<file path="src/hw/rtl/tscs_pkg.sv">
// Shared constants, codes and helpers of the two-shunt phase current sense block
`timescale 1ns / 1ps

package tscs_pkg;

  // sample and arithmetic widths
  localparam int SAMPLE_BITS = 12;
  localparam int OFF_W       = 16;
  localparam int OFF_SHIFT   = OFF_W - SAMPLE_BITS;
  localparam int CUR_SHIFT   = 24 - SAMPLE_BITS;
  localparam int SUM_W       = SAMPLE_BITS + 12;
  localparam int CNT_W       = 12;
  localparam int GAIN_W      = 24;
  localparam int CUR_W       = 24;
  localparam int CMD_W       = 2;

  // serial multiplier: offset-corrected sample times gain
  localparam int MPL_W       = OFF_W + 2;
  localparam int PROD_W      = GAIN_W + MPL_W + 1;
  localparam int SHR_W       = PROD_W - CUR_SHIFT;
  localparam int MUL_CNT_W   = $clog2(MPL_W + 1);

  // serial divider for the offset average
  localparam int DIVD_W      = SUM_W + OFF_SHIFT + 1;
  localparam int DIV_CNT_W   = $clog2(DIVD_W + 1);

  // calibration start-up discard
  localparam int DISC_W      = 2;
  localparam logic [DISC_W-1:0] CAL_DISCARD = 2'd3;

  // item commands
  localparam logic [CMD_W-1:0] CMD_MEASURE = 2'd0;
  localparam logic [CMD_W-1:0] CMD_CALIB   = 2'd1;
  localparam logic [CMD_W-1:0] CMD_ALIGN   = 2'd2;

  // configuration port
  localparam int APB_AW    = 4;
  localparam int APB_DW    = 32;
  localparam int REG_IDX_W = 2;
  localparam logic [REG_IDX_W-1:0] REG_GAIN  = 2'd0;
  localparam logic [REG_IDX_W-1:0] REG_CALIB = 2'd1;
  localparam logic [REG_IDX_W-1:0] REG_SKIP  = 2'd2;

  // register reset values
  localparam logic [GAIN_W-1:0] GAIN_RST  = 24'd4226;
  localparam logic [CNT_W-1:0]  CALIB_RST = 12'd2000;

  // clamp a shifted product to the signed current range
  function automatic logic signed [CUR_W-1:0] sat_cur(input logic signed [SHR_W-1:0] v);
    logic ovf;
    ovf = (v[SHR_W-1:CUR_W-1] != {(SHR_W-CUR_W+1){v[SHR_W-1]}});
    return ovf ? {v[SHR_W-1], {(CUR_W-1){~v[SHR_W-1]}}} : v[CUR_W-1:0];
  endfunction

endpackage

</file>
<file path="src/hw/rtl/tscs_if.sv">
// Item channels: sample pairs in, phase currents out
`timescale 1ns / 1ps

interface tscs_in_if;
  logic                          valid;
  logic                          ready;
  logic [tscs_pkg::CMD_W-1:0]    cmd;
  logic [tscs_pkg::SAMPLE_BITS-1:0] sample_a;
  logic [tscs_pkg::SAMPLE_BITS-1:0] sample_c;

  modport source (output valid, cmd, sample_a, sample_c, input ready);
  modport sink (input valid, cmd, sample_a, sample_c, output ready);
endinterface

interface tscs_out_if;
  logic                                valid;
  logic                                ready;
  logic signed [tscs_pkg::CUR_W-1:0]   current_a;
  logic signed [tscs_pkg::CUR_W-1:0]   current_b;
  logic signed [tscs_pkg::CUR_W-1:0]   current_c;
  logic                                cal_done;
  logic                                a_flipped;
  logic                                c_flipped;

  modport source (output valid, current_a, current_b, current_c, cal_done, a_flipped,
                  c_flipped, input ready);
  modport sink (input valid, current_a, current_b, current_c, cal_done, a_flipped,
                c_flipped, output ready);
endinterface

</file>
<file path="src/hw/rtl/tscs_mul.sv">
// Bit-serial signed shift-add multiplier, one multiplier bit per cycle
`timescale 1ns / 1ps

module tscs_mul (
  input  logic                                 clk_i,
  input  logic                                 rst_ni,
  input  logic                                 start_i,
  input  logic signed [tscs_pkg::GAIN_W-1:0]   mcand_i,
  input  logic signed [tscs_pkg::MPL_W-1:0]    mplier_i,
  output logic                                 busy_o,
  output logic signed [tscs_pkg::PROD_W-1:0]   prod_o
);

  logic                              busy_q;
  logic [tscs_pkg::MUL_CNT_W-1:0]    cnt_q;
  logic [tscs_pkg::GAIN_W-1:0]       mcand_q;
  logic [tscs_pkg::GAIN_W:0]         hi_q;
  logic [tscs_pkg::MPL_W-1:0]        lo_q;
  logic [tscs_pkg::GAIN_W:0]         addend;
  logic [tscs_pkg::GAIN_W+1:0]       sum;
  logic                              last;

  // add or, for the sign bit, subtract the multiplicand
  assign last   = (cnt_q == tscs_pkg::MUL_CNT_W'(tscs_pkg::MPL_W - 1));
  assign addend = lo_q[0] ? {mcand_q[tscs_pkg::GAIN_W-1], mcand_q} : '0;
  assign sum    = last ? ({hi_q[tscs_pkg::GAIN_W], hi_q} - {addend[tscs_pkg::GAIN_W], addend})
                       : ({hi_q[tscs_pkg::GAIN_W], hi_q} + {addend[tscs_pkg::GAIN_W], addend});

  // step control
  always_ff @(posedge clk_i or negedge rst_ni) begin
    if (!rst_ni) begin
      busy_q <= 1'b0;
      cnt_q  <= '0;
    end else if (start_i) begin
      busy_q <= 1'b1;
      cnt_q  <= '0;
    end else if (busy_q) begin
      cnt_q <= cnt_q + 1'b1;
      if (last) begin
        busy_q <= 1'b0;
      end
    end
  end

  // partial product shifts right one bit per step
  always_ff @(posedge clk_i) begin
    if (start_i) begin
      mcand_q <= mcand_i;
      hi_q    <= '0;
      lo_q    <= mplier_i;
    end else if (busy_q) begin
      hi_q <= sum[tscs_pkg::GAIN_W+1:1];
      lo_q <= {sum[0], lo_q[tscs_pkg::MPL_W-1:1]};
    end
  end

  assign busy_o = busy_q;
  assign prod_o = {hi_q, lo_q};

endmodule

</file>
<file path="src/hw/rtl/tscs_div.sv">
// Restoring divider for the offset average, one quotient bit per cycle
`timescale 1ns / 1ps

module tscs_div (
  input  logic                               clk_i,
  input  logic                               rst_ni,
  input  logic                               start_i,
  input  logic [tscs_pkg::DIVD_W-1:0]        dividend_i,
  input  logic [tscs_pkg::CNT_W-1:0]         divisor_i,
  output logic                               busy_o,
  output logic [tscs_pkg::OFF_W-1:0]         quotient_o
);

  logic                              busy_q;
  logic [tscs_pkg::DIV_CNT_W-1:0]    cnt_q;
  logic [tscs_pkg::DIVD_W-1:0]       quo_q;
  logic [tscs_pkg::CNT_W-1:0]        rem_q;
  logic [tscs_pkg::CNT_W-1:0]        dvs_q;
  logic [tscs_pkg::CNT_W:0]          shifted;
  logic [tscs_pkg::CNT_W:0]          trial;
  logic                              fits;
  logic                              last;

  // trial subtract of the divisor from the shifted remainder
  assign shifted = {rem_q, quo_q[tscs_pkg::DIVD_W-1]};
  assign trial   = shifted - {1'b0, dvs_q};
  assign fits    = (shifted >= {1'b0, dvs_q});
  assign last    = (cnt_q == tscs_pkg::DIV_CNT_W'(tscs_pkg::DIVD_W - 1));

  // step control
  always_ff @(posedge clk_i or negedge rst_ni) begin
    if (!rst_ni) begin
      busy_q <= 1'b0;
      cnt_q  <= '0;
    end else if (start_i) begin
      busy_q <= 1'b1;
      cnt_q  <= '0;
    end else if (busy_q) begin
      cnt_q <= cnt_q + 1'b1;
      if (last) begin
        busy_q <= 1'b0;
      end
    end
  end

  // dividend bits leave at the top, quotient bits enter at the bottom
  always_ff @(posedge clk_i) begin
    if (start_i) begin
      quo_q <= dividend_i;
      rem_q <= '0;
      dvs_q <= divisor_i;
    end else if (busy_q) begin
      quo_q <= {quo_q[tscs_pkg::DIVD_W-2:0], fits};
      rem_q <= fits ? trial[tscs_pkg::CNT_W-1:0] : shifted[tscs_pkg::CNT_W-1:0];
    end
  end

  assign busy_o     = busy_q;
  assign quotient_o = quo_q[tscs_pkg::OFF_W-1:0];

endmodule

</file>
<file path="src/hw/rtl/two_shunt_phase_current_sense.sv">
// Top level: two-shunt phase current sense with offset calibration and polarity align
// The result is registered once the 18-step bit-serial multipliers are done and, for the calibrate
//   item that closes a run, also the bit-serial 29-step offset dividers.
// Only one item is in flight at a time: the next item is taken once the result is registered,
//   and a result still waiting at the output holds back that load.
// Reset: asynchronous active low; clears offsets, run state and phase signs and loads
//   the register defaults; no clearing pass.
`timescale 1ns / 1ps

module two_shunt_phase_current_sense (
  input  logic                             clk_i,
  input  logic                             rst_ni,
  tscs_in_if.sink                          in_i,
  tscs_out_if.source                       out_o,
  input  logic                             psel,
  input  logic                             penable,
  input  logic                             pwrite,
  input  logic [tscs_pkg::APB_AW-1:0]      paddr,
  input  logic [tscs_pkg::APB_DW-1:0]      pwdata,
  output logic [tscs_pkg::APB_DW-1:0]      prdata,
  output logic                             pready
);

  localparam logic ST_IDLE = 1'b0;
  localparam logic ST_RUN  = 1'b1;

  // configuration registers
  logic signed [tscs_pkg::GAIN_W-1:0]  gain_q;
  logic [tscs_pkg::CNT_W-1:0]          calib_q;
  logic                                skip_q;

  // calibration and polarity state
  logic [tscs_pkg::OFF_W-1:0]          offset_a_q, offset_c_q;
  logic [tscs_pkg::SUM_W-1:0]          sum_a_q, sum_c_q;
  logic [tscs_pkg::CNT_W-1:0]          cal_cnt_q;
  logic [tscs_pkg::DISC_W-1:0]         disc_q;
  logic                                sign_a_q, sign_c_q;

  // item control
  logic                                state_q;
  logic                                align_q;
  logic                                cal_pend_q;

  // output register
  logic                                out_valid_q;
  logic signed [tscs_pkg::CUR_W-1:0]   cur_a_q, cur_b_q, cur_c_q;
  logic                                cal_done_q, a_flip_q, c_flip_q;

  logic                                in_acc;
  logic                                is_cal, in_disc, cal_fin;
  logic [tscs_pkg::SUM_W-1:0]          sum_a_d, sum_c_d;
  logic [tscs_pkg::CNT_W-1:0]          cal_cnt_d;
  logic [tscs_pkg::CNT_W-1:0]          n_eff;
  logic [tscs_pkg::DIVD_W-1:0]         dvd_a, dvd_c;
  logic [tscs_pkg::OFF_W-1:0]          raw_a, raw_c;
  logic signed [tscs_pkg::MPL_W-1:0]   diff_a, diff_c, mpl_a, mpl_c;
  logic signed [tscs_pkg::PROD_W-1:0]  prod_a, prod_c;
  logic [tscs_pkg::OFF_W-1:0]          quo_a, quo_c;
  logic                                mul_a_busy, mul_c_busy, div_a_busy, div_c_busy;
  logic                                all_done, load;
  logic signed [tscs_pkg::CUR_W-1:0]   ia, ic, ib;
  logic signed [tscs_pkg::CUR_W:0]     ac_sum;
  logic signed [tscs_pkg::SHR_W-1:0]   ac_ext;
  logic                                flip_a, flip_c;
  logic                                apb_wr;
  logic [tscs_pkg::REG_IDX_W-1:0]      reg_idx;

  // handshake
  assign in_i.ready = (state_q == ST_IDLE);
  assign in_acc     = in_i.valid && in_i.ready;

  // calibration run bookkeeping for the incoming item
  assign is_cal    = (in_i.cmd == tscs_pkg::CMD_CALIB);
  assign in_disc   = (disc_q < tscs_pkg::CAL_DISCARD);
  assign n_eff     = (calib_q == '0) ? tscs_pkg::CNT_W'(1) : calib_q;
  assign sum_a_d   = sum_a_q + tscs_pkg::SUM_W'(in_i.sample_a);
  assign sum_c_d   = sum_c_q + tscs_pkg::SUM_W'(in_i.sample_c);
  assign cal_cnt_d = cal_cnt_q + 1'b1;
  assign cal_fin   = is_cal && !in_disc && (cal_cnt_d >= n_eff);
  assign dvd_a     = (tscs_pkg::DIVD_W'(sum_a_d) << tscs_pkg::OFF_SHIFT)
                     + tscs_pkg::DIVD_W'(n_eff >> 1);
  assign dvd_c     = (tscs_pkg::DIVD_W'(sum_c_d) << tscs_pkg::OFF_SHIFT)
                     + tscs_pkg::DIVD_W'(n_eff >> 1);

  // offset-corrected sample with the phase sign folded in
  assign raw_a  = tscs_pkg::OFF_W'(in_i.sample_a) << tscs_pkg::OFF_SHIFT;
  assign raw_c  = tscs_pkg::OFF_W'(in_i.sample_c) << tscs_pkg::OFF_SHIFT;
  assign diff_a = $signed({2'b00, raw_a}) - $signed({2'b00, offset_a_q});
  assign diff_c = $signed({2'b00, raw_c}) - $signed({2'b00, offset_c_q});
  assign mpl_a  = sign_a_q ? -diff_a : diff_a;
  assign mpl_c  = sign_c_q ? -diff_c : diff_c;

  tscs_mul u_mul_a (
    .clk_i    (clk_i),
    .rst_ni   (rst_ni),
    .start_i  (in_acc),
    .mcand_i  (gain_q),
    .mplier_i (mpl_a),
    .busy_o   (mul_a_busy),
    .prod_o   (prod_a)
  );

  tscs_mul u_mul_c (
    .clk_i    (clk_i),
    .rst_ni   (rst_ni),
    .start_i  (in_acc),
    .mcand_i  (gain_q),
    .mplier_i (mpl_c),
    .busy_o   (mul_c_busy),
    .prod_o   (prod_c)
  );

  tscs_div u_div_a (
    .clk_i      (clk_i),
    .rst_ni     (rst_ni),
    .start_i    (in_acc && cal_fin),
    .dividend_i (dvd_a),
    .divisor_i  (n_eff),
    .busy_o     (div_a_busy),
    .quotient_o (quo_a)
  );

  tscs_div u_div_c (
    .clk_i      (clk_i),
    .rst_ni     (rst_ni),
    .start_i    (in_acc && cal_fin),
    .dividend_i (dvd_c),
    .divisor_i  (n_eff),
    .busy_o     (div_c_busy),
    .quotient_o (quo_c)
  );

  // currents from the finished products
  assign ia     = tscs_pkg::sat_cur(prod_a[tscs_pkg::PROD_W-1:tscs_pkg::CUR_SHIFT]);
  assign ic     = tscs_pkg::sat_cur(prod_c[tscs_pkg::PROD_W-1:tscs_pkg::CUR_SHIFT]);
  assign ac_sum = {ia[tscs_pkg::CUR_W-1], ia} + {ic[tscs_pkg::CUR_W-1], ic};
  assign ac_ext = tscs_pkg::SHR_W'(ac_sum);
  assign ib     = tscs_pkg::sat_cur(-ac_ext);
  assign flip_a = align_q && prod_a[tscs_pkg::PROD_W-1];
  assign flip_c = align_q && prod_c[tscs_pkg::PROD_W-1];

  assign all_done = !mul_a_busy && !mul_c_busy && !div_a_busy && !div_c_busy;
  assign load     = (state_q == ST_RUN) && all_done && (!out_valid_q || out_o.ready);

  // item sequencing, run state, offsets and signs
  always_ff @(posedge clk_i or negedge rst_ni) begin
    if (!rst_ni) begin
      state_q    <= ST_IDLE;
      align_q    <= 1'b0;
      cal_pend_q <= 1'b0;
      offset_a_q <= '0;
      offset_c_q <= '0;
      sum_a_q    <= '0;
      sum_c_q    <= '0;
      cal_cnt_q  <= '0;
      disc_q     <= '0;
      sign_a_q   <= 1'b0;
      sign_c_q   <= 1'b0;
    end else begin
      unique case (state_q)
        ST_IDLE: begin
          if (in_acc) begin
            state_q    <= ST_RUN;
            align_q    <= (in_i.cmd == tscs_pkg::CMD_ALIGN) && !skip_q;
            cal_pend_q <= cal_fin;
            if (!is_cal || cal_fin) begin
              sum_a_q   <= '0;
              sum_c_q   <= '0;
              cal_cnt_q <= '0;
              disc_q    <= '0;
            end else if (in_disc) begin
              disc_q <= disc_q + 1'b1;
            end else begin
              sum_a_q   <= sum_a_d;
              sum_c_q   <= sum_c_d;
              cal_cnt_q <= cal_cnt_d;
            end
          end
        end
        ST_RUN: begin
          if (load) begin
            state_q <= ST_IDLE;
            if (cal_pend_q) begin
              offset_a_q <= quo_a;
              offset_c_q <= quo_c;
            end
            if (flip_a) begin
              sign_a_q <= ~sign_a_q;
            end
            if (flip_c) begin
              sign_c_q <= ~sign_c_q;
            end
          end
        end
        default: begin
          state_q <= ST_IDLE;
        end
      endcase
    end
  end

  // output item register
  always_ff @(posedge clk_i or negedge rst_ni) begin
    if (!rst_ni) begin
      out_valid_q <= 1'b0;
    end else if (load) begin
      out_valid_q <= 1'b1;
    end else if (out_o.ready) begin
      out_valid_q <= 1'b0;
    end
  end

  always_ff @(posedge clk_i) begin
    if (load) begin
      cur_a_q    <= ia;
      cur_b_q    <= ib;
      cur_c_q    <= ic;
      cal_done_q <= cal_pend_q;
      a_flip_q   <= flip_a;
      c_flip_q   <= flip_c;
    end
  end

  assign out_o.valid     = out_valid_q;
  assign out_o.current_a = cur_a_q;
  assign out_o.current_b = cur_b_q;
  assign out_o.current_c = cur_c_q;
  assign out_o.cal_done  = cal_done_q;
  assign out_o.a_flipped = a_flip_q;
  assign out_o.c_flipped = c_flip_q;

  // configuration port
  assign pready  = 1'b1;
  assign apb_wr  = psel && penable && pwrite;
  assign reg_idx = paddr[tscs_pkg::APB_AW-1:2];

  always_ff @(posedge clk_i or negedge rst_ni) begin
    if (!rst_ni) begin
      gain_q  <= tscs_pkg::GAIN_RST;
      calib_q <= tscs_pkg::CALIB_RST;
      skip_q  <= 1'b0;
    end else if (apb_wr) begin
      unique case (reg_idx)
        tscs_pkg::REG_GAIN:  gain_q  <= pwdata[tscs_pkg::GAIN_W-1:0];
        tscs_pkg::REG_CALIB: calib_q <= pwdata[tscs_pkg::CNT_W-1:0];
        tscs_pkg::REG_SKIP:  skip_q  <= pwdata[0];
        default: begin
        end
      endcase
    end
  end

  // register readback
  always_comb begin
    unique case (reg_idx)
      tscs_pkg::REG_GAIN:  prdata = tscs_pkg::APB_DW'(unsigned'(gain_q));
      tscs_pkg::REG_CALIB: prdata = tscs_pkg::APB_DW'(calib_q);
      tscs_pkg::REG_SKIP:  prdata = tscs_pkg::APB_DW'(skip_q);
      default:             prdata = '0;
    endcase
  end

endmodule

</file>
<file path="src/flat_wrapper.sv">
// flat-port wrapper written by rule: the top's interface ports become plain ports
module two_shunt_phase_current_sense_flat 
  (clk_i, rst_ni, psel, penable, pwrite, paddr, pwdata, prdata, pready, in_i_valid, in_i_cmd, in_i_sample_a, in_i_sample_c, in_i_ready, out_o_valid, out_o_current_a, out_o_current_b, out_o_current_c, out_o_cal_done, out_o_a_flipped, out_o_c_flipped, out_o_ready);
  tscs_in_if in_i_i ();
  tscs_out_if out_o_i ();
  input  logic clk_i;
  input  logic rst_ni;
  input  logic psel;
  input  logic penable;
  input  logic pwrite;
  input  logic [tscs_pkg::APB_AW-1:0] paddr;
  input  logic [tscs_pkg::APB_DW-1:0] pwdata;
  output logic [tscs_pkg::APB_DW-1:0] prdata;
  output logic pready;
  input wire logic [$bits(in_i_i.valid)-1:0] in_i_valid;
  input wire logic [$bits(in_i_i.cmd)-1:0] in_i_cmd;
  input wire logic [$bits(in_i_i.sample_a)-1:0] in_i_sample_a;
  input wire logic [$bits(in_i_i.sample_c)-1:0] in_i_sample_c;
  output wire logic [$bits(in_i_i.ready)-1:0] in_i_ready;
  output wire logic [$bits(out_o_i.valid)-1:0] out_o_valid;
  output wire logic [$bits(out_o_i.current_a)-1:0] out_o_current_a;
  output wire logic [$bits(out_o_i.current_b)-1:0] out_o_current_b;
  output wire logic [$bits(out_o_i.current_c)-1:0] out_o_current_c;
  output wire logic [$bits(out_o_i.cal_done)-1:0] out_o_cal_done;
  output wire logic [$bits(out_o_i.a_flipped)-1:0] out_o_a_flipped;
  output wire logic [$bits(out_o_i.c_flipped)-1:0] out_o_c_flipped;
  input wire logic [$bits(out_o_i.ready)-1:0] out_o_ready;
  assign in_i_i.valid = in_i_valid;
  assign in_i_i.cmd = in_i_cmd;
  assign in_i_i.sample_a = in_i_sample_a;
  assign in_i_i.sample_c = in_i_sample_c;
  assign in_i_ready = in_i_i.ready;
  assign out_o_valid = out_o_i.valid;
  assign out_o_current_a = out_o_i.current_a;
  assign out_o_current_b = out_o_i.current_b;
  assign out_o_current_c = out_o_i.current_c;
  assign out_o_cal_done = out_o_i.cal_done;
  assign out_o_a_flipped = out_o_i.a_flipped;
  assign out_o_c_flipped = out_o_i.c_flipped;
  assign out_o_i.ready = out_o_ready;
  two_shunt_phase_current_sense u_core (.clk_i(clk_i), .rst_ni(rst_ni), .in_i(in_i_i), .out_o(out_o_i), .psel(psel), .penable(penable), .pwrite(pwrite), .paddr(paddr), .pwdata(pwdata), .prdata(prdata), .pready(pready));
endmodule
</file>
<file path="config.mk">
export PLATFORM = sky130hd
export DESIGN_NAME = two_shunt_phase_current_sense_flat
export DESIGN_NICKNAME = d
export VERILOG_FILES = /design/src/hw/rtl/tscs_pkg.sv /design/src/hw/rtl/tscs_if.sv /design/src/hw/rtl/tscs_mul.sv /design/src/hw/rtl/tscs_div.sv /design/src/hw/rtl/two_shunt_phase_current_sense.sv /design/src/flat_wrapper.sv
export SDC_FILE = /design/constraint.sdc
export NUM_CORES = 1
export LEC_CHECK = 0
export ABC_AREA = 1
export BUFFER_PORTS_ARGS = -buffer_cell sky130_fd_sc_hd__clkbuf_2
export CORE_MARGIN = 2
export CORE_UTILIZATION = 50
export DETAILED_ROUTE_END_ITERATION = 10
export PLACE_DENSITY_LB_ADDON = 0.25
export SLEW_MARGIN = 20
export SYNTH_ARGS = -nofsm -noshare
export SYNTH_HDL_FRONTEND = slang
export SYNTH_SLANG_ARGS = --single-unit
</file>
<file path="constraint.sdc">
create_clock -name clk_i -period 4.6 [get_ports clk_i]
set_input_delay 0.69 -clock clk_i [delete_from_list [all_inputs] [get_ports clk_i]]
set_output_delay 0.69 -clock clk_i [all_outputs]
set_load 0.02 [all_outputs]
</file>
==> results of run 1 <==
-- cells in the mapped netlist (6+ instances only) --
master / number / area share
nor2_1: 306 / 0.037
fa_1: 9 / 0.0058
nand2_1: 1092 / 0.13
o21bai_1: 7 / 0.0017
inv_2: 12 / 0.0015
a31oi_1: 26 / 0.0053
dfrtp_1: 152 / 0.12
inv_1: 615 / 0.075
edfxtp_1: 205 / 0.20
xor2_1: 127 / 0.036
o21ai_0: 327 / 0.053
buf_2: 15 / 0.0024
nand3_2: 6 / 0.0019
nand3_1: 263 / 0.043
ha_1: 210 / 0.085
o211ai_1: 20 / 0.0049
a31o_2: 6 / 0.0017
a21o_1: 17 / 0.0041
nand4_1: 62 / 0.013
xnor2_1: 51 / 0.014
dfxtp_1: 74 / 0.048
nand2_2: 18 / 0.0037
clkbuf_1: 83 / 0.010
nor3_1: 54 / 0.0088
o22ai_1: 31 / 0.0063
a21oi_1: 223 / 0.036
and2_1: 6 / 0.0012
dfstp_2: 9 / 0.0077
nand3b_1: 15 / 0.0037
buf_4: 13 / 0.0032
o21ai_1: 20 / 0.0032
nor4_1: 15 / 0.0030
nor2_2: 18 / 0.0037
-- worst register-to-register path, cell delays in order (launching register included) --
cell and delay [ns]:
dfxtp_1 0.34, nor4_1 0.36, a21oi_1 0.21, nand2_2 0.38
o21ai_0 0.23, ha_1 0.33, inv_1 0.06, ha_1 0.15
inv_1 0.06, fa_1 0.42, o21ai_2 0.28, a21oi_2 0.11
inv_2 0.07, nand4_1 0.09, nand3_1 0.10, nand2_1 0.06
nand2_2 0.17, xor2_2 0.45, nand3_1 0.14, nand2_1 0.09
-- state kept, by name, indices dropped and copies added (netlist names), 18 cells and up --
signal                  cells
u_core.out_o.current_c     24
u_core.gain_q              24
u_core.u_mul_c.lo_q        18
u_core.sum_a_q             24
u_core.u_div_c.quo_q       29
u_core.u_mul_c.hi_q        25
u_core.u_div_a.quo_q       29
u_core.u_mul_a.mcand_q     24
u_core.u_mul_a.lo_q        18
u_core.out_o.current_a     24
u_core.sum_c_q             24
u_core.u_mul_a.hi_q        25
u_core.out_o.current_b     24
-- stage by stage --
stage,cells,hold slack (ns),total power [mW]
2_1_floorplan,4189,0.394,17.7
3_3_place_gp,5055,0.432,20.9
3_5_place_dp,5055,0.437,21.1
4_1_cts,5149,0.151,25.6
5_1_grt,5151,0.187,28.2
6_report,5151,0.122,25.8
-- final cells by class --
| type | instances | area share |
|---|---|---|
| repair buffers | 196 | 0.0315 |
| flip-flops and latches | 440 | 0.341 |
| multi-input cells | 2999 | 0.477 |
| inverters | 632 | 0.0692 |
| clock inverters | 39 | 0.0136 |
| clock buffers | 55 | 0.0392 |
| well taps | 790 | 0.0288 |
-- final timing paths --
check                                                     startpoint                              endpoint  slack, ns
worst max-delay path            u_core.u_mul_c.hi_q[20]$_SDFFE_PP0P_   u_core.out_o.current_b[3]$_DFFE_PP_       0.35
worst min-delay path                                          rst_ni   u_core.u_mul_a.cnt_q[4]$_DFFE_PN0P_       0.12
worst max register to register  u_core.u_mul_c.hi_q[20]$_SDFFE_PP0P_   u_core.out_o.current_b[3]$_DFFE_PP_       0.35
worst min register to register         u_core.gain_q[22]$_DFFE_PN0P_  u_core.u_mul_a.mcand_q[22]$_DFFE_PP_       0.45
max in group asynchronous                                     rst_ni          u_core.gain_q[1]$_DFFE_PN1P_       3.42
min in group clk_i                                        pwdata[12]         u_core.gain_q[12]$_DFFE_PN1P_       0.29
-- logic make-up after synthesis --
kind of cell,count (synthesis)
other,2
adders and majority gates,219
xor gates and xnor gates,181
AOI/OAI and AO/OA,717
muxes,1
and+or+nand+nor,1870
DFF,440
buffers and inverters,752
-- per-layer routing --
| metal | share of wire | up-vias | global-route usage |
|---|---|---|---|
| li1 | - | 14000 | - |
| met1 | 0.46 | 12400 | 0.360 |
| met2 | 0.44 | 796 | 0.405 |
| met3 | 0.062 | 134 | 0.0353 |
| met4 | 0.034 | 0 | 0.0904 |
| met5 | 0 | - | 0 |
-- power by group through the flow --
stage               combinational (mW)  sequential [mW]  clock (mW)
floorplan                         11.6             6.08           0
global placement                  14.6             6.31           0
global route                      17.2             6.38        4.58
finish                            15.2             6.28        4.36
detailed placement                14.8             6.34           0
CTS                               14.9             6.27        4.44
-- what timing repair did --
item | CTS | global route
endpoints found under the setup margin | 23 | 23
gates resized for setup | 2 | 5
cloned | 0 | 2
pin swaps | 0 | 2
==> impl_metrics.ini, run 1 <==
[outcome]
status = finished clean

[timing]
max-slew-margin-rel = 0.367
timing_worst_slew_pin_value_ns = 0.949
fin_setup_tns_ns = 0
fin_worst_skew_ns = 0.0227
setup_viol_count_final = 0
timing_hold_violations_final = 0
setup_slack_ns = 0.354
fin_crit_sh = 0.923
grt_setup_unrepaired = no
max_freq_mhz = 236
shortest_clock_period_the_worst_path_allows_after_layout_ns = 4.25
slew_violations = 0

[critical_path]
end_kind = register
crit_path_start_kind = register
sequence_of_cells_on_the_critical_path = nor4_1 -> a21oi_1 -> nand2_2 -> o21ai_0 -> ha_1 -> inv_1 -> ha_1 -> inv_1 -> fa_1 -> o21ai_2 -> a21oi_2 -> inv_2 -> nand4_1 -> nand3_1 -> nand2_1 -> nand2_2 -> xor2_2 -> nand3_1 -> nand2_1
cpLargestDelayFamily = simple AND/OR/NAND/NOR gates
worst-path-stages = 19
crit_path_max_fo = 23
reg2regPathDepth = 19
critical_path.slowest_cell = xor2_2
critPathArrivalTime_ns = 4.72
worst_ep_required_time_ns = 5.07
critical_path_class = reg2reg
crit_buf_inv = 3
cp_max_stage_delay_ns = 0.45

[die]
placementRows = 91
initial_core_util = 0.503
io_pins = 179
total_die_area_um2 = 63700
chipHeight_um = 252
floorplan.die.width_um = 252
core_um2 = 61400

[routing]
first_pass_detailed_route_iteration_total = 6
via_count = 27300
detail_route.iter0.violations = 1735
drt-total-wl_um = 82300
detail_route.vias_per_cell = 5.30
final_antenna_net_count = 0
route.detailed.wl_per_inst_um = 16.0
route.detailed.drc = 0

[layout]
sequential_cell_area_um2 = 11700
synthesis_to_layout_area_growth_pct = 11.1
nNetsFinal = 4607
layout.cell_area.non_filler_um2 = 34300
multi_input_comb_area_um2 = 16400
layout.filler_cells = 5760
layout.core_utilization = 0.559
count_of_inserted_antenna_diode_cells = 0
layout.cells.most_common_list = nand2_1, inv_1, o21ai_0, nor2_1, nand3_1
final_common_cell = nand2_1
drive_above_1_share = 0.0881

[grt]
grt_pass1_wl_um = 130000
grt.overflow.total = 0
globalRouteTotalUtil = 0.256
grt_pass1_vias = 25000
initial_antenna_violation_count = 0
grt_max_degree = 83

[logic_synthesis]
mapped_cell_area_um2 = 30800
synth-compound-area-share = 0.128
syn_avg_cell_area_um2 = 7.37
synthesis.instances = 4182
synth_ff_type = edfxtp_1
ys_seq_elements = 440
synth_simple_gate_area_share = 0.255
synth.mux.area_fraction = 0.000325
async_s_r_ff_share_synth = 0.366
seq_area_frac_synth = 0.379
synth_top_family_by_area = simple AND/OR/NAND/NOR gates
synth_cell_types = 63
xor_xnor_fraction_of_synth_area = 0.0521
synthAdderAreaFrac = 0.0910
yosys_warnings = 0
edff_count_synth = 205

[place]
hpwl_um = 63700
dpl_cell_area_um2 = 32400
place_worst_setup_slack_ns = -0.143
place_congestion = 0.944
io_buffers = 159

[power_and_ir_drop]
power.share.switching = 0.482
clock_power_share = 0.169
static-leakage-power_nw = 17.1
intPower_mw = 13.4
vdd_ir_drop_max_v = 0.000566
sequentialPowerShare = 0.243
power_switching_mw = 12.5
comb_power_share = 0.588
pwr_density_cell_nw_per_um2 = 754

[worst_hold_path]
worstHoldPathType = in2async

[clocking]
cts_setup_buffers = 0
tritoncts = done
cts.root.buffer_cell = clkbuf_16
insertion_delay_ns = 0.62
numClockSinks = 440
deepest_level_of_the_cts_h_tree = 2
cts-root-to-sink-buffers = 3
numCtsBuffers = 50
cts.reportedPaths.clkPinSlew_ns = 0.06
cts_hold_buffers = 0

[run]
number_of_max_cap_violations = 0
Power figures use the tool's default switching activity.
==> inputs of run 2 (changes only) <==
--- a/config.mk
+++ b/config.mk
@@ -9,6 +9,7 @@
 export BUFFER_PORTS_ARGS = -buffer_cell sky130_fd_sc_hd__clkbuf_2
 export CORE_MARGIN = 2
 export CORE_UTILIZATION = 50
+export CTS_BUF_LIST = sky130_fd_sc_hd__clkbuf_8
 export DETAILED_ROUTE_END_ITERATION = 10
 export PLACE_DENSITY_LB_ADDON = 0.25
 export SLEW_MARGIN = 20
==> run 2 against run 1 <==
Non-clock buffer count unchanged; clock skew increased by 0.022 ns; cell area decreased by 0.69%; first-iteration DRC count increased by 0.40%; register-to-register slack got worse by 0.06 ns; sequential share of layout area increased by 0.24 points; worst hold slack got worse by 0.079 ns; critical path type unchanged.
==> impl_metrics.ini, run 2 (synthesis gave the netlist of run 1 again) <==
[place]
numPlacedInstances = 5055
hpwl_um = 63700
dpl_cell_area_um2 = 32400
io_buffers = 159
place_congestion = 0.944

[routing]
detail_route.iter0.violations = 1742
route.detailed.wl_per_inst_um = 15.9
via_count = 27400
detail_route.vias_per_cell = 5.26
drt-total-wl_um = 82800
first_pass_detailed_route_iteration_total = 6
final_antenna_net_count = 0
route.detailed.drc = 0

[grt]
globalRouteTotalUtil = 0.258
grt_max_degree = 83
grt.overflow.total = 0
initial_antenna_violation_count = 1
grt_pass1_wl_um = 131000
grt_pass1_vias = 25300

[layout]
drive_above_1_share = 0.0915
layout.filler_cells = 5829
final_common_cell = nand2_1
layout.cell_area.non_filler_um2 = 34000
layout.cells.most_common_list = nand2_1, inv_1, o21ai_0, nor2_1, nand3_1
nNetsFinal = 4637
final-instance-count-excl-fill = 5208
top_regs = u_core.u_div_a.quo_q: 29 flops, u_core.u_div_c.quo_q: 29 flops
synthesis_to_layout_area_growth_pct = 10.4

[timing]
timing_hold_violations_final = 0
fin_worst_skew_ns = 0.0443
setup_viol_count_final = 0
timing_worst_slew_pin_value_ns = 0.939
max_freq_mhz = 232
fin_setup_tns_ns = 0
slew_violations = 0
shortest_clock_period_the_worst_path_allows_after_layout_ns = 4.31
max-slew-margin-rel = 0.374
fin_crit_sh = 0.936

[critical_path]
worst_ep_required_time_ns = 5.15
critPathArrivalTime_ns = 4.86
end_kind = register
critical_path_class = reg2reg
cp_max_stage_delay_ns = 0.52
r2r_setup_slack_ns = 0.29
crit_path_start_kind = register
cpLargestDelayFamily = compound AO/OA/AOI/OAI gates
crit_path_max_fo = 23
critical_path.slowest_cell = xnor2_2
sequence_of_cells_on_the_critical_path = nor4_1 -> a21oi_1 -> buf_4 -> o21ai_0 -> inv_1 -> ha_1 -> ha_1 -> a21oi_1 -> o21ai_0 -> a21oi_4 -> nand3_2 -> o21ai_2 -> nand2_4 -> xnor2_2 -> nand3_1 -> nand2_1
crit_buf_inv = 2

[die]
core_um2 = 61400
chipHeight_um = 252
floorplan.die.width_um = 252
io_pins = 179
placementRows = 91
total_die_area_um2 = 63700
initial_core_util = 0.503

[clocking]
numCtsBuffers = 80
tritoncts = done
insertion_delay_ns = 0.69
cts_setup_buffers = 0
cts-root-to-sink-buffers = 3
numClockSinks = 440
cts.root.buffer_cell = clkbuf_8
deepest_level_of_the_cts_h_tree = 3
cts.reportedPaths.clkPinSlew_ns = 0.06

[worst_hold_path]
worstHoldPathType = in2async

[outcome]
status = finished clean

[power_and_ir_drop]
static-leakage-power_nw = 17.1
pwr_density_cell_nw_per_um2 = 739
vdd_ir_drop_max_v = 0.000687

[run]
number_of_max_cap_violations = 0
[run 2: cell types whose count changed in the layout (fill, tap and decap cells not counted), moves of 2 or more]
cell	previous run	this run
clkbuf_16	53	0
inv_8	0	2
clkinv_4	8	0
clkinv_1	9	17
clkinv_2	9	13
clkbuf_8	1	83
inv_1	614	643
bufinv_16	8	3
[run 2: area by class of cell]
type | count | area (um2) | share of cell area
tap | 790 | 988 | 0.0290
clock inverter | 67 | 410 | 0.0121
inverter | 632 | 2370 | 0.0697
timing repair buffer | 196 | 1080 | 0.0317
antenna | 1 | 2.50 | 0.0000735
multi-input combinational | 2999 | 16400 | 0.481
sequential | 440 | 11700 | 0.343
clock buffer | 83 | 1140 | 0.0336
[run 2: final timing paths]
kind,cells past startpoint,from,endpoint
setup reg to reg,16,u_core.u_mul_c.hi_q[20]$_SDFFE_PP0P_,u_core.out_o.current_b[3]$_DFFE_PP_
min in group clk_i,3,pwdata[6],u_core.calib_q[6]$_DFFE_PN1P_
setup / recovery,16,u_core.u_mul_c.hi_q[20]$_SDFFE_PP0P_,u_core.out_o.current_b[3]$_DFFE_PP_
hold / removal,1,rst_ni,u_core.u_mul_a.busy_o$_DFF_PN0_
max in group asynchronous,2,rst_ni,u_core.gain_q[1]$_DFFE_PN1P_
hold reg to reg,0,u_core.gain_q[22]$_DFFE_PN0P_,u_core.u_mul_a.mcand_q[22]$_DFFE_PP_
[run 2: routing by layer]
metal	routed length [um]	global-route usage	up-vias
met2	37000	0.410	730
li1	-	-	14100
met3	4630	0.0355	142
met4	2670	0.0967	0
met5	0	0	-
met1	38500	0.359	12500
[run 2: timing repair]
action                                  CTS  global route
endpoints found under the setup margin   23            23
gates cloned                              0             2
resized for setup                         2             6
hold buffers                              0             0
pin swaps                                 0             2
[run 2: report_power, final]
group	leakage, nW	switching [mW]	total (mW)	internal (mW)
Combinational	11.7	9.95	15.2	5.29
Sequential	4.50	0.751	6.28	5.53
Clock	0.894	1.77	3.64	1.87
[run 2: stage by stage]
stage	power (mW)	hold slack (ns)	worst slack, ns	utilization
final	25.2	0.0423	0.292	0.555
after global routing	27.5	0.0779	-0.0116	0.555
after CTS	24.9	0.0420	0.0627	0.554
after detailed placement	21.1	0.437	-0.143	0.528
after global placement	20.9	0.432	0.00500	0.528
after floorplan	17.7	0.394	0.984	-
[run 2: worst register-to-register path, stage by stage (launching register included)]
cell and delay, ns:
dfxtp_1 0.34, nor4_1 0.36, a21oi_1 0.24, buf_4 0.28, o21ai_0 0.38, inv_1 0.09, ha_1 0.30, ha_1 0.37
a21oi_1 0.20, o21ai_0 0.16, a21oi_4 0.17, nand3_2 0.17, o21ai_2 0.20, nand2_4 0.16, xnor2_2 0.52, nand3_1 0.15
nand2_1 0.09
